==> config.mk <==
export PLATFORM = sky130hd
export DESIGN_NAME = time_ordered_stream_merge
export DESIGN_NICKNAME = d
export VERILOG_FILES = /design/src/sv/tosm_pkg.sv /design/src/sv/time_ordered_stream_merge.sv
export SDC_FILE = /design/constraint.sdc
export NUM_CORES = 2
export LEC_CHECK = 0
export BUFFER_PORTS_ARGS = -buffer_cell sky130_fd_sc_hd__buf_4
export CAP_MARGIN = 25
export CORE_MARGIN = 3
export CORE_UTILIZATION = 45
export CTS_BUF_LIST = sky130_fd_sc_hd__clkbuf_8
export DETAILED_ROUTE_END_ITERATION = 16
export PLACE_DENSITY = 0.69
export SLEW_MARGIN = 30
export SYNTH_ARGS = -nofsm -noshare
export SYNTH_HDL_FRONTEND = slang
export SYNTH_SLANG_ARGS = --single-unit
==> constraint.sdc <==
create_clock -name aclk -period 41.5 [get_ports aclk]
set_input_delay 2.075 -clock aclk [delete_from_list [all_inputs] [get_ports aclk]]
set_output_delay 2.075 -clock aclk [all_outputs]
set_load 0.01 [all_outputs]
==> src/sv/tosm_pkg.sv <==
// Shared constants and types for the time ordered stream merge.
package tosm_pkg;

    // Stream geometry
    localparam int MAX_STREAMS = 16;
    localparam int STREAM_W    = 4;
    localparam int CNT_W       = 5;

    // Event fields
    localparam int TIME_W      = 64;
    localparam int PAYLOAD_W   = 64;
    localparam int HEAD_W      = TIME_W + PAYLOAD_W;

    // Stream buses, padded to whole bytes
    localparam int S_TDATA_W   = HEAD_W;
    localparam int M_TDATA_W   = ((HEAD_W + STREAM_W + 7) / 8) * 8;
    localparam int M_PAD_W     = M_TDATA_W - HEAD_W - STREAM_W;

    // Configuration port
    localparam int APB_ADDR_W  = 3;
    localparam int APB_DATA_W  = 32;
    localparam logic REG_STREAM_COUNT = 1'b0;

    // Sequencer states, one-hot
    typedef enum logic [2:0] {
        ST_IDLE = 3'b001,
        ST_SCAN = 3'b010,
        ST_EMIT = 3'b100
    } state_t;

    // Signed time order
    function automatic logic time_less(input logic [TIME_W-1:0] a,
                                       input logic [TIME_W-1:0] b);
        time_less = $signed(a) < $signed(b);
    endfunction

endpackage

==> src/sv/time_ordered_stream_merge.sv <==
// K-way time ordered merge of event streams with heads held in a memory.
//
//  channel  | direction | handshake         | contents
//  s_       | in        | s_tvalid/s_tready | tdata time+payload, tuser stream, tlast end
//  m_       | out       | m_tvalid/m_tready | tdata time+payload+stream, tuser event, tlast done
//  apb      | in/out    | psel/penable      | stream_count at byte address 0
//
// An item that causes no result is taken in the idle state, and an end mark that closes the
// last stream goes straight to the emit state. An item that completes a set of heads is
// accepted, then the scan reads the 16 x 128 head memory once per active stream with one
// comparator and finishes the last compare, then the output register loads once m_ is free.
// Reset clears the head and end flags; the head memory needs no clearing.
// A result waiting on m_ does not block accepts until the next result is ready.
module time_ordered_stream_merge (
    input  logic                               aclk,
    input  logic                               aresetn,
    // input stream
    input  logic                               s_tvalid,
    output logic                               s_tready,
    input  logic [tosm_pkg::S_TDATA_W-1:0]     s_tdata,   // event_time, event_payload
    input  logic [tosm_pkg::STREAM_W-1:0]      s_tuser,   // stream_index
    input  logic                               s_tlast,   // end_of_stream
    // result stream
    output logic                               m_tvalid,
    input  logic                               m_tready,
    output logic [tosm_pkg::M_TDATA_W-1:0]     m_tdata,   // out_time, out_payload, out_stream
    output logic                               m_tuser,   // event_present
    output logic                               m_tlast,   // all_done
    // configuration
    input  logic                               psel,
    input  logic                               penable,
    input  logic                               pwrite,
    input  logic [tosm_pkg::APB_ADDR_W-1:0]    paddr,
    input  logic [tosm_pkg::APB_DATA_W-1:0]    pwdata,
    output logic [tosm_pkg::APB_DATA_W-1:0]    prdata,
    output logic                               pready
);

    localparam int MS = tosm_pkg::MAX_STREAMS;
    localparam int SW = tosm_pkg::STREAM_W;
    localparam int CW = tosm_pkg::CNT_W;
    localparam int TW = tosm_pkg::TIME_W;
    localparam int PW = tosm_pkg::PAYLOAD_W;
    localparam int HW = tosm_pkg::HEAD_W;

    // Head memory
    logic [HW-1:0] head_mem [MS];
    logic [HW-1:0] rd_data_reg;
    logic          mem_we;
    logic          mem_re;
    logic [SW-1:0] mem_raddr;

    // Control state
    tosm_pkg::state_t state_reg, state_next;
    logic [MS-1:0] head_valid_reg, head_valid_next;
    logic [MS-1:0] stream_ended_reg, stream_ended_next;
    logic [CW-1:0] stream_count_reg;
    logic [CW-1:0] rd_idx_reg, rd_idx_next;
    logic          pend_reg, pend_next;
    logic [SW-1:0] pend_idx_reg, pend_idx_next;
    logic          found_reg, found_next;
    logic          done_reg, done_next;
    logic          m_tvalid_reg, m_tvalid_next;

    // Payload registers
    logic [TW-1:0] best_time_reg, best_time_next;
    logic [PW-1:0] best_payload_reg, best_payload_next;
    logic [SW-1:0] best_idx_reg, best_idx_next;
    logic [tosm_pkg::M_TDATA_W-1:0] m_tdata_reg, m_tdata_next;
    logic          m_tuser_reg, m_tuser_next;
    logic          m_tlast_reg, m_tlast_next;

    // Decoded input transfer
    logic          s_xfer;
    logic          cfg_wr;
    logic [CW-1:0] n_active;
    logic [MS-1:0] act_mask;
    logic [MS-1:0] sel_mask;
    logic [MS-1:0] open_mask;
    logic          in_range;
    logic          take_item;
    logic          end_taken;
    logic          issue;
    logic          eligible;
    logic          out_free;

    assign s_xfer   = s_tvalid && s_tready;
    assign s_tready = (state_reg == tosm_pkg::ST_IDLE);
    assign out_free = !m_tvalid_reg || m_tready;

    // Configuration register
    assign pready = 1'b1;
    assign cfg_wr = psel && penable && pwrite
                    && (paddr[2] == tosm_pkg::REG_STREAM_COUNT);
    assign prdata = (paddr[2] == tosm_pkg::REG_STREAM_COUNT)
                    ? {{(tosm_pkg::APB_DATA_W-CW){1'b0}}, stream_count_reg}
                    : '0;

    // Active count clamped to 1..MAX_STREAMS
    always_comb begin
        if (stream_count_reg == '0) begin
            n_active = CW'(1);
        end else if (stream_count_reg > CW'(MS)) begin
            n_active = CW'(MS);
        end else begin
            n_active = stream_count_reg;
        end
        for (int i = 0; i < MS; i++) begin
            act_mask[i] = (CW'(i) < n_active);
        end
    end

    assign sel_mask  = MS'(1) << s_tuser;
    assign in_range  = {1'b0, s_tuser} < n_active;
    assign take_item = s_xfer && in_range && !stream_ended_reg[s_tuser]
                       && !head_valid_reg[s_tuser];
    assign end_taken = take_item && s_tlast;
    assign mem_we    = take_item && !s_tlast;

    // Scan read side
    assign issue     = (state_reg == tosm_pkg::ST_SCAN) && (rd_idx_reg < n_active);
    assign mem_re    = issue;
    assign mem_raddr = rd_idx_reg[SW-1:0];
    assign eligible  = pend_reg && !stream_ended_reg[pend_idx_reg];

    // Sequencer
    always_comb begin
        state_next        = state_reg;
        head_valid_next   = head_valid_reg;
        stream_ended_next = stream_ended_reg;
        rd_idx_next       = rd_idx_reg;
        pend_next         = 1'b0;
        pend_idx_next     = rd_idx_reg[SW-1:0];
        found_next        = found_reg;
        done_next         = done_reg;
        best_time_next    = best_time_reg;
        best_payload_next = best_payload_reg;
        best_idx_next     = best_idx_reg;
        m_tvalid_next     = m_tvalid_reg;
        m_tdata_next      = m_tdata_reg;
        m_tuser_next      = m_tuser_reg;
        m_tlast_next      = m_tlast_reg;
        open_mask         = '0;

        // output register drains on a completed transfer
        if (m_tready) begin
            m_tvalid_next = 1'b0;
        end

        case (state_reg)
            tosm_pkg::ST_IDLE: begin
                if (s_xfer) begin
                    if (end_taken) begin
                        stream_ended_next = stream_ended_reg | sel_mask;
                    end
                    if (mem_we) begin
                        head_valid_next = head_valid_reg | sel_mask;
                    end
                    open_mask   = act_mask & ~stream_ended_next;
                    rd_idx_next = '0;
                    found_next  = 1'b0;
                    if (end_taken && (open_mask == '0)) begin
                        done_next  = 1'b1;
                        state_next = tosm_pkg::ST_EMIT;
                    end else if ((open_mask != '0)
                                 && ((open_mask & ~head_valid_next) == '0)) begin
                        done_next  = 1'b0;
                        state_next = tosm_pkg::ST_SCAN;
                    end
                end
            end
            tosm_pkg::ST_SCAN: begin
                if (issue) begin
                    rd_idx_next = rd_idx_reg + CW'(1);
                    pend_next   = 1'b1;
                end
                // one compare per returned head
                if (eligible && (!found_reg
                        || tosm_pkg::time_less(rd_data_reg[TW-1:0], best_time_reg))) begin
                    found_next        = 1'b1;
                    best_time_next    = rd_data_reg[TW-1:0];
                    best_payload_next = rd_data_reg[HW-1:TW];
                    best_idx_next     = pend_idx_reg;
                end
                if (!issue && !pend_reg) begin
                    state_next = tosm_pkg::ST_EMIT;
                end
            end
            tosm_pkg::ST_EMIT: begin
                if (out_free) begin
                    m_tvalid_next = 1'b1;
                    m_tlast_next  = done_reg;
                    m_tuser_next  = !done_reg;
                    if (done_reg) begin
                        m_tdata_next = '0;
                    end else begin
                        m_tdata_next = {{tosm_pkg::M_PAD_W{1'b0}}, best_idx_reg,
                                        best_payload_reg, best_time_reg};
                        head_valid_next = head_valid_reg & ~(MS'(1) << best_idx_reg);
                    end
                    state_next = tosm_pkg::ST_IDLE;
                end
            end
            default: begin
                state_next = tosm_pkg::ST_IDLE;
            end
        endcase
    end

    // Head memory, one write and one registered read port
    always_ff @(posedge aclk) begin
        if (mem_we) begin
            head_mem[s_tuser] <= s_tdata;
        end
        if (mem_re) begin
            rd_data_reg <= head_mem[mem_raddr];
        end
    end

    // Control registers
    always_ff @(posedge aclk) begin
        if (!aresetn) begin
            state_reg        <= tosm_pkg::ST_IDLE;
            head_valid_reg   <= '0;
            stream_ended_reg <= '0;
            stream_count_reg <= CW'(1);
            rd_idx_reg       <= '0;
            pend_reg         <= 1'b0;
            found_reg        <= 1'b0;
            done_reg         <= 1'b0;
            m_tvalid_reg     <= 1'b0;
        end else begin
            state_reg        <= state_next;
            head_valid_reg   <= head_valid_next;
            stream_ended_reg <= stream_ended_next;
            rd_idx_reg       <= rd_idx_next;
            pend_reg         <= pend_next;
            found_reg        <= found_next;
            done_reg         <= done_next;
            m_tvalid_reg     <= m_tvalid_next;
            if (cfg_wr) begin
                stream_count_reg <= pwdata[CW-1:0];
            end
        end
    end

    // Payload registers
    always_ff @(posedge aclk) begin
        pend_idx_reg     <= pend_idx_next;
        best_time_reg    <= best_time_next;
        best_payload_reg <= best_payload_next;
        best_idx_reg     <= best_idx_next;
        m_tdata_reg      <= m_tdata_next;
        m_tuser_reg      <= m_tuser_next;
        m_tlast_reg      <= m_tlast_next;
    end

    assign m_tvalid = m_tvalid_reg;
    assign m_tdata  = m_tdata_reg;
    assign m_tuser  = m_tuser_reg;
    assign m_tlast  = m_tlast_reg;

`ifndef ASSERT_OFF
    // an ended stream never keeps a head
    a_valid_not_ended: assert property (@(posedge aclk) disable iff (!aresetn)
        (head_valid_reg & stream_ended_reg) == '0)
        else $error("head held for ended stream");

    // an event result always clears a head that is really held
    a_emit_head_held: assert property (@(posedge aclk) disable iff (!aresetn)
        (state_reg == tosm_pkg::ST_EMIT) && !done_reg |-> head_valid_reg[best_idx_reg])
        else $error("emitting stream without a head");

    // the scan reaches the emit state with a winner found
    a_scan_found: assert property (@(posedge aclk) disable iff (!aresetn)
        (state_reg == tosm_pkg::ST_SCAN) && !issue && !pend_reg |-> found_reg)
        else $error("scan ended without a winner");

    // all_done and an event never share a result
    a_done_no_event: assert property (@(posedge aclk) disable iff (!aresetn)
        m_tvalid_reg |-> (m_tlast_reg != m_tuser_reg))
        else $error("result flags inconsistent");

    // the scan index stays within the memory depth
    a_idx_range: assert property (@(posedge aclk) disable iff (!aresetn)
        rd_idx_reg <= CW'(MS))
        else $error("scan index out of range");
`endif

endmodule

-- Word level (Yosys, flattened, before mapping)
Memory sizes are Yosys's and may differ from the RTL's. A register that Yosys moved wholly into a read port is not among the register bits.
Index checks and enable logic that the tools add are counted.
- flip-flop bits (word level): 323
- latch bits: 0
- RAM bits: 2048
- memory bits (read-only): 0
- input port bits: 175
- memories kept: 1
- memories (memory ; depth ; bits a word ; rd ports ; clocked after memory_dff ; wr ports ; RTL line ; text):
    head_mem ; 16 ; 128 ; 1 ; 1 ; 1 ; time_ordered_stream_merge.sv:47 ; logic [HW-1:0] head_mem [MS];
- $add $sub $neg: 1
- $mul: 0
- divide/modulo/power cells: 0
- $lt $le $gt $ge: 22
- equality and inequality tests: 10
- shift operators: 2
- muxes and demuxes: 39
- bitwise logic cells: 9
- reduce and logical (&&, ||, !) cells: 42
- operator list (kind ; count):
    16-bit two-way mux ; 9
    64-bit less-than comparator ; 1
    16-bit bitwise AND ; 3
    16-bit NOT ; 3
    4-bit by 5-bit less-than comparator with 1-bit output, first input constant ; 8
    16-bit zero test ; 2
    16-bit bitwise OR ; 2
    16-bit one-hot mux with 2 select lines ; 1
    1-bit by 4-bit << shifter with 16-bit output, first input constant ; 2
    5-bit two-way mux ; 5
    3-bit by 5-bit less-than comparator with 1-bit output, first input constant ; 4
    16-bit nonzero test ; 1
    1-bit logical AND ; 15
    3-bit two-way mux ; 5
    1-bit two-way mux ; 13
    1-bit binary-select mux with 4-bit select ; 3
    1-bit by 5-bit less-than comparator with 1-bit output, first input constant ; 2
    2-bit by 5-bit less-than comparator with 1-bit output, first input constant ; 2
    4-bit by 5-bit less-than comparator with 1-bit output, second input constant ; 2
    5-bit one-hot mux with 2 select lines ; 1
    1-bit zero test ; 9
    3-bit one-hot mux with 3 select lines ; 1
    3-bit AND reduction ; 3
    2-bit AND reduction ; 4
    16 further kinds ; 24

-- Longest topological paths before layout
- depth after elaboration: 20
- depth in mapped cells: 14
- gate-level depth less buffers: 12

-- Worst setup path before layout
OpenSTA, ideal clock, no wires.
- path kind: reg2reg
- from: register rd_data_reg[63], read port of head_mem
- to: register best_idx_reg[0], enable pin
- library setup time: 0.947 ns
- arrival time: 14.885 ns
- data required time: 40.553 ns
- slack: 25.669 ns
- cell stages (with the launch flop): 11
- path buffers: 0
- clock period less this slack: 15.831 ns
- path through: edfxtp_1 > ha_1 > nand4_1 > nor3_1 > nand4_1 > or3_1 > or3_1 > nor3_1 > o311ai_1 > and4_1 > nor4_1
- word-level cells in the longest chain between the ends: 4
- ends and longest elaborated chain (item ; RTL line ; text):
    start: declaration ; time_ordered_stream_merge.sv:48 ; logic [HW-1:0] rd_data_reg;
    64-bit less-than comparator ; tosm_pkg.sv:34 ; time_less = $signed(a) < $signed(b);
    1-bit logical OR ; time_ordered_stream_merge.sv:179 ; || tosm_pkg::time_less(rd_data_reg[TW-1:0], best_time_reg))) begin
    1-bit logical AND ; time_ordered_stream_merge.sv:178 ; if (eligible && (!found_reg
    2-bit AND reduction (no line) ; n/a ;
    end signal: assignment ; time_ordered_stream_merge.sv:252 ; best_idx_reg <= best_idx_next;
    end: declaration ; time_ordered_stream_merge.sv:68 ; logic [SW-1:0] best_idx_reg, best_idx_next;
No other way between the ends.
A chain may end at the register's enable or synchronous reset.

-- Worst setup path in the final report
- from: register stream_count_reg[4]
- to: memory head_mem[4][87] in the netlist's numbering, enable pin
- word-level cells in the longest chain between the ends: 10
- ends and longest elaborated chain (item ; RTL line ; text):
    start: declaration ; time_ordered_stream_merge.sv:57 ; logic [CW-1:0] stream_count_reg;
    start signal: assignment ; time_ordered_stream_merge.sv:242 ; stream_count_reg <= pwdata[CW-1:0];
    5-bit > comparator ; time_ordered_stream_merge.sv:103 ; end else if (stream_count_reg > CW'(MS)) begin
    5-bit two-way mux ; time_ordered_stream_merge.sv:103 ;
    5-bit two-way mux * ; time_ordered_stream_merge.sv:101 ; if (stream_count_reg == '0) begin
    4-bit by 5-bit less-than comparator with 1-bit output * ; time_ordered_stream_merge.sv:114 ; assign in_range = {1'b0, s_tuser} < n_active;
    1-bit logical AND * (2 in series) ; time_ordered_stream_merge.sv:115 ; assign take_item = s_xfer && in_range && !stream_ended_reg[s_tuser]
    1-bit logical AND * ; time_ordered_stream_merge.sv:116 ; && !head_valid_reg[s_tuser];
    1-bit logical AND * ; time_ordered_stream_merge.sv:118 ; assign mem_we = take_item && !s_tlast;
    1-bit two-way mux * ; time_ordered_stream_merge.sv:212 ; if (mem_we) begin
    1-bit two-way mux (implied by the code) * ; time_ordered_stream_merge.sv:213 ; head_mem[s_tuser] <= s_tdata;
    end: declaration ; time_ordered_stream_merge.sv:47 ;
Mark *: on every way between the ends. The rest lies on a longest branch, timed or not.

==> impl_metrics.py <==
metrics = {
    "drt": {
        "vias_per_cell": 5.662,
        "drc": 0,
        "wirelength_mm": 217.2,
        "wl_per_cell_um": 27.95,
        "ant_nets": 0,
        "drtIter0Drc": 4458,
        "vias": 43990,
        "dr.pass1.iters": 8,
    },
    "synthesis": {
        "synth_area_mm2": 0.09424,
        "netlist_instances": 4069,
        "synth_edf_count": 2442,
        "ys_warn_count": 0,
        "synthArstFlopShare_pct": 0,
        "synth-main-ff-cell": "edfxtp_1",
        "avgSynthCellArea_um2": 23.16,
        "synth_seq_cells": 2495,
        "ys_seq_area_share_pct": 78.94,
        "synth.distinct_cells": 69,
    },
    "place": {
        "placed_area_mm2": 0.09984,
        "gp_congestion": 0.8851,
        "portBuffers": 286,
        "place_hpwl_mm": 111.3,
    },
    "clock_network": {
        "clockBufferDepth": 4,
        "ctsResizeCount": 0,
        "worstSkewPairLatency_ns": 1.07,
        "cts_hold_buf": 0,
        "clock_sinks": 2495,
        "clkSlewWorstSetupHoldPaths_ns": 0.06,
        "numCtsBuffers": 404,
        "cts_tree": "yes",
        "clockRootBuffer": "clkbuf_8",
        "htree_levels": 5,
        "post_cts_buffers": 0,
    },
    "global_routing": {
        "grtUsageTotal_pct": 20.20,
        "grt_pass1_vias": 45950,
        "grt_pass1_wl_mm": 317.3,
        "overflow": 0,
        "grt_max_degree": 132,
        "antenna_found_initial": 33,
    },
    "worst_setup_path": {
        "critPathBufInv": 4,
        "crit_path_end_kind": "register",
        "crit_slowest_cell": "buf_4",
        "crit_fanout": 49,
        "crit_path_cell_trace": "clkinv_1 -> nand2_1 -> ha_1 -> a21o_1 -> a21oi_1 -> o22ai_1 -> nor4_4 -> nor2b_1 -> nand2_1 -> inv_6 -> buf_4 -> buf_4",
        "crit_family": "buffers and inverters",
        "cp-start-kind": "register",
        "critPathMaxStageDelay_ns": 0.88,
        "worst-setup-path-type": "register to register",
        "worstPathRequired_ns": 42.11,
        "cp.arrival_ns": 7.24,
    },
    "layout": {
        "largest_reg_flops": 2048,
        "num-fill-cells": 16070,
        "layout-area-overhead-vs-synth_pct": 13.80,
        "postLayoutCellArea_mm2": 0.1072,
        "num-nets-final": 4899,
        "drive_gt1_share_pct": 31.08,
    },
    "timing": {
        "fin_tns_setup_ns": 0,
        "clock.fmax_ghz": 0.1510,
        "maxSlewViolCount": 0,
        "tightest_slew_ns": 1.006,
        "post-route-min-period_ns": 6.622,
        "post-route-period-util_pct": 15.96,
        "setup_viol": 0,
        "rsz0062_at_grt": "false",
        "fin_skew_ns": 0.08351,
        "max_slew_margin_pct": 32.92,
        "hold_viol": 0,
    },
    "floorplan": {
        "start_util_pct": 45.37,
        "die_area_mm2": 0.2149,
        "ios": 348,
        "rows": 167,
        "die_y_um": 463.6,
        "core_mm2": 0.2077,
        "chipWidth_um": 463.6,
    },
    "pwr": {
        "total_power_mw": 4.775,
        "p_leak_nw": 33.83,
        "power_density_mw_per_mm2": 44.52,
        "peakVddDrop_uv": 31.63,
    },
    "outcome": {
        "status": "finished clean",
    },
    "job": {
        "maxCapViolations": 0,
    },
    "min_path": {
        "min-delay-path-class": "register to register",
    },
}
==> stage by stage <==
step	cells	setup WS (ns)	hold slack [ns]	util, %
global route	7757	34.56	0.3939	51.62
finish	7770	34.88	0.3885	51.64
detailed placement	7034	34.07	0.4045	48.07
floorplan	4099	25.67	0.3540	-
CTS	7749	34.93	0.3924	51.59
global placement	7034	34.02	0.4033	48.06
==> where the power goes <==
group | leakage [nW] | switching, mW | total [mW] | internal (mW)
logic | 7.26 | 0.0430 | 0.0590 | 0.0160
clock network | 4.18 | 0.941 | 1.95 | 1.01
registers | 22.4 | 0.00187 | 2.77 | 2.76
==> area by class of cell <==
cell class                 count  area (um2)  area share [%]
timing repair buffer         359        2858           2.665
clock inverter               303        1642           1.531
sequential                  2495       74410           69.38
tap                         2788        3488           3.253
multi-input combinational   1309       18760           17.49
inverter                      84       365.4          0.3407
antenna                       20       50.05         0.04667
clock buffer                 412        5670           5.287
==> path summary, 6_finish.rpt <==
| check | startpoint | to | slack (ns) | depth (start not counted) |
|---|---|---|---|---|
| setup reg to reg | stream_count_reg[4] | head_mem[4][87] | 34.88 | 12 |
| setup / recovery | stream_count_reg[4] | head_mem[4][87] | 34.88 | 12 |
| hold reg to reg | rd_data_reg[104] | best_payload_reg[40] | 0.39 | 0 |
| hold / removal | rd_data_reg[104] | best_payload_reg[40] | 0.39 | 0 |
==> cells by family after synthesis <==
group           synth area share [%]
mux                            15.55
buf+inv                        1.328
other cells                 0.007969
flops                          78.94
compound gates                 1.195
simple gates                   2.009
xor+xnor                     0.02789
fa+ha+maj                     0.9427
==> layout by cell type, fill, tap and decap left out, types with 20 or more instances in the layout <==
| cell type | synthesis | layout |
|---|---|---|
| clkinv_1 | 1 | 106 |
| nand2_1 | 37 | 37 |
| clkinv_2 | 0 | 54 |
| mux4_2 | 648 | 648 |
| nor2_1 | 149 | 148 |
| edfxtp_1 | 2442 | 2442 |
| buf_4 | 33 | 341 |
| ha_1 | 71 | 71 |
| o21ai_0 | 34 | 34 |
| nor2b_1 | 88 | 88 |
| dfxtp_1 | 53 | 48 |
| inv_1 | 82 | 187 |
| diode_2 | 0 | 20 |
| conb_1 | 2 | 32 |
| clkbuf_8 | 0 | 412 |
| a21oi_1 | 56 | 56 |
==> synth_stat cells, drive strengths merged, types with 14 or more instances <==
| library cell | count | area share, % |
|---|---|---|
| a21o | 15 | 0.12 |
| a21oi | 57 | 0.31 |
| clkbuf | 126 | 0.50 |
| mux4 | 648 | 15 |
| edfxtp | 2442 | 78 |
| nor3 | 19 | 0.10 |
| inv | 83 | 0.33 |
| nand2 | 37 | 0.15 |
| nand4 | 18 | 0.12 |
| dfxtp | 53 | 1.1 |
| nor2 | 149 | 0.59 |
| nand3 | 14 | 0.074 |
| o21ai | 34 | 0.18 |
| buf | 85 | 0.49 |
| ha | 71 | 0.94 |
| nor2b | 88 | 0.58 |
==> layer usage <==
metal / vias up / share of wire (%) / global-route usage, %
met5: - / 0.054 / 0
met4: 16 / 2.4 / 5.882
met3: 426 / 7.7 / 4.339
met2: 1914 / 50 / 33.12
met1: 23330 / 40 / 27.47
li1: 18300 / - / -
==> worst reg2reg max path: stages, from the launching register on <==
cell and delay [ns]:
dfxtp_1 0.70, clkinv_1 0.49, nand2_1 0.25, ha_1 0.27, a21o_1 0.16, a21oi_1 0.17
o22ai_1 0.13, nor4_4 0.73, nor2b_1 0.63, nand2_1 0.29, inv_6 0.54, buf_4 0.84
buf_4 0.93
Power figures use the tool's default switching activity.
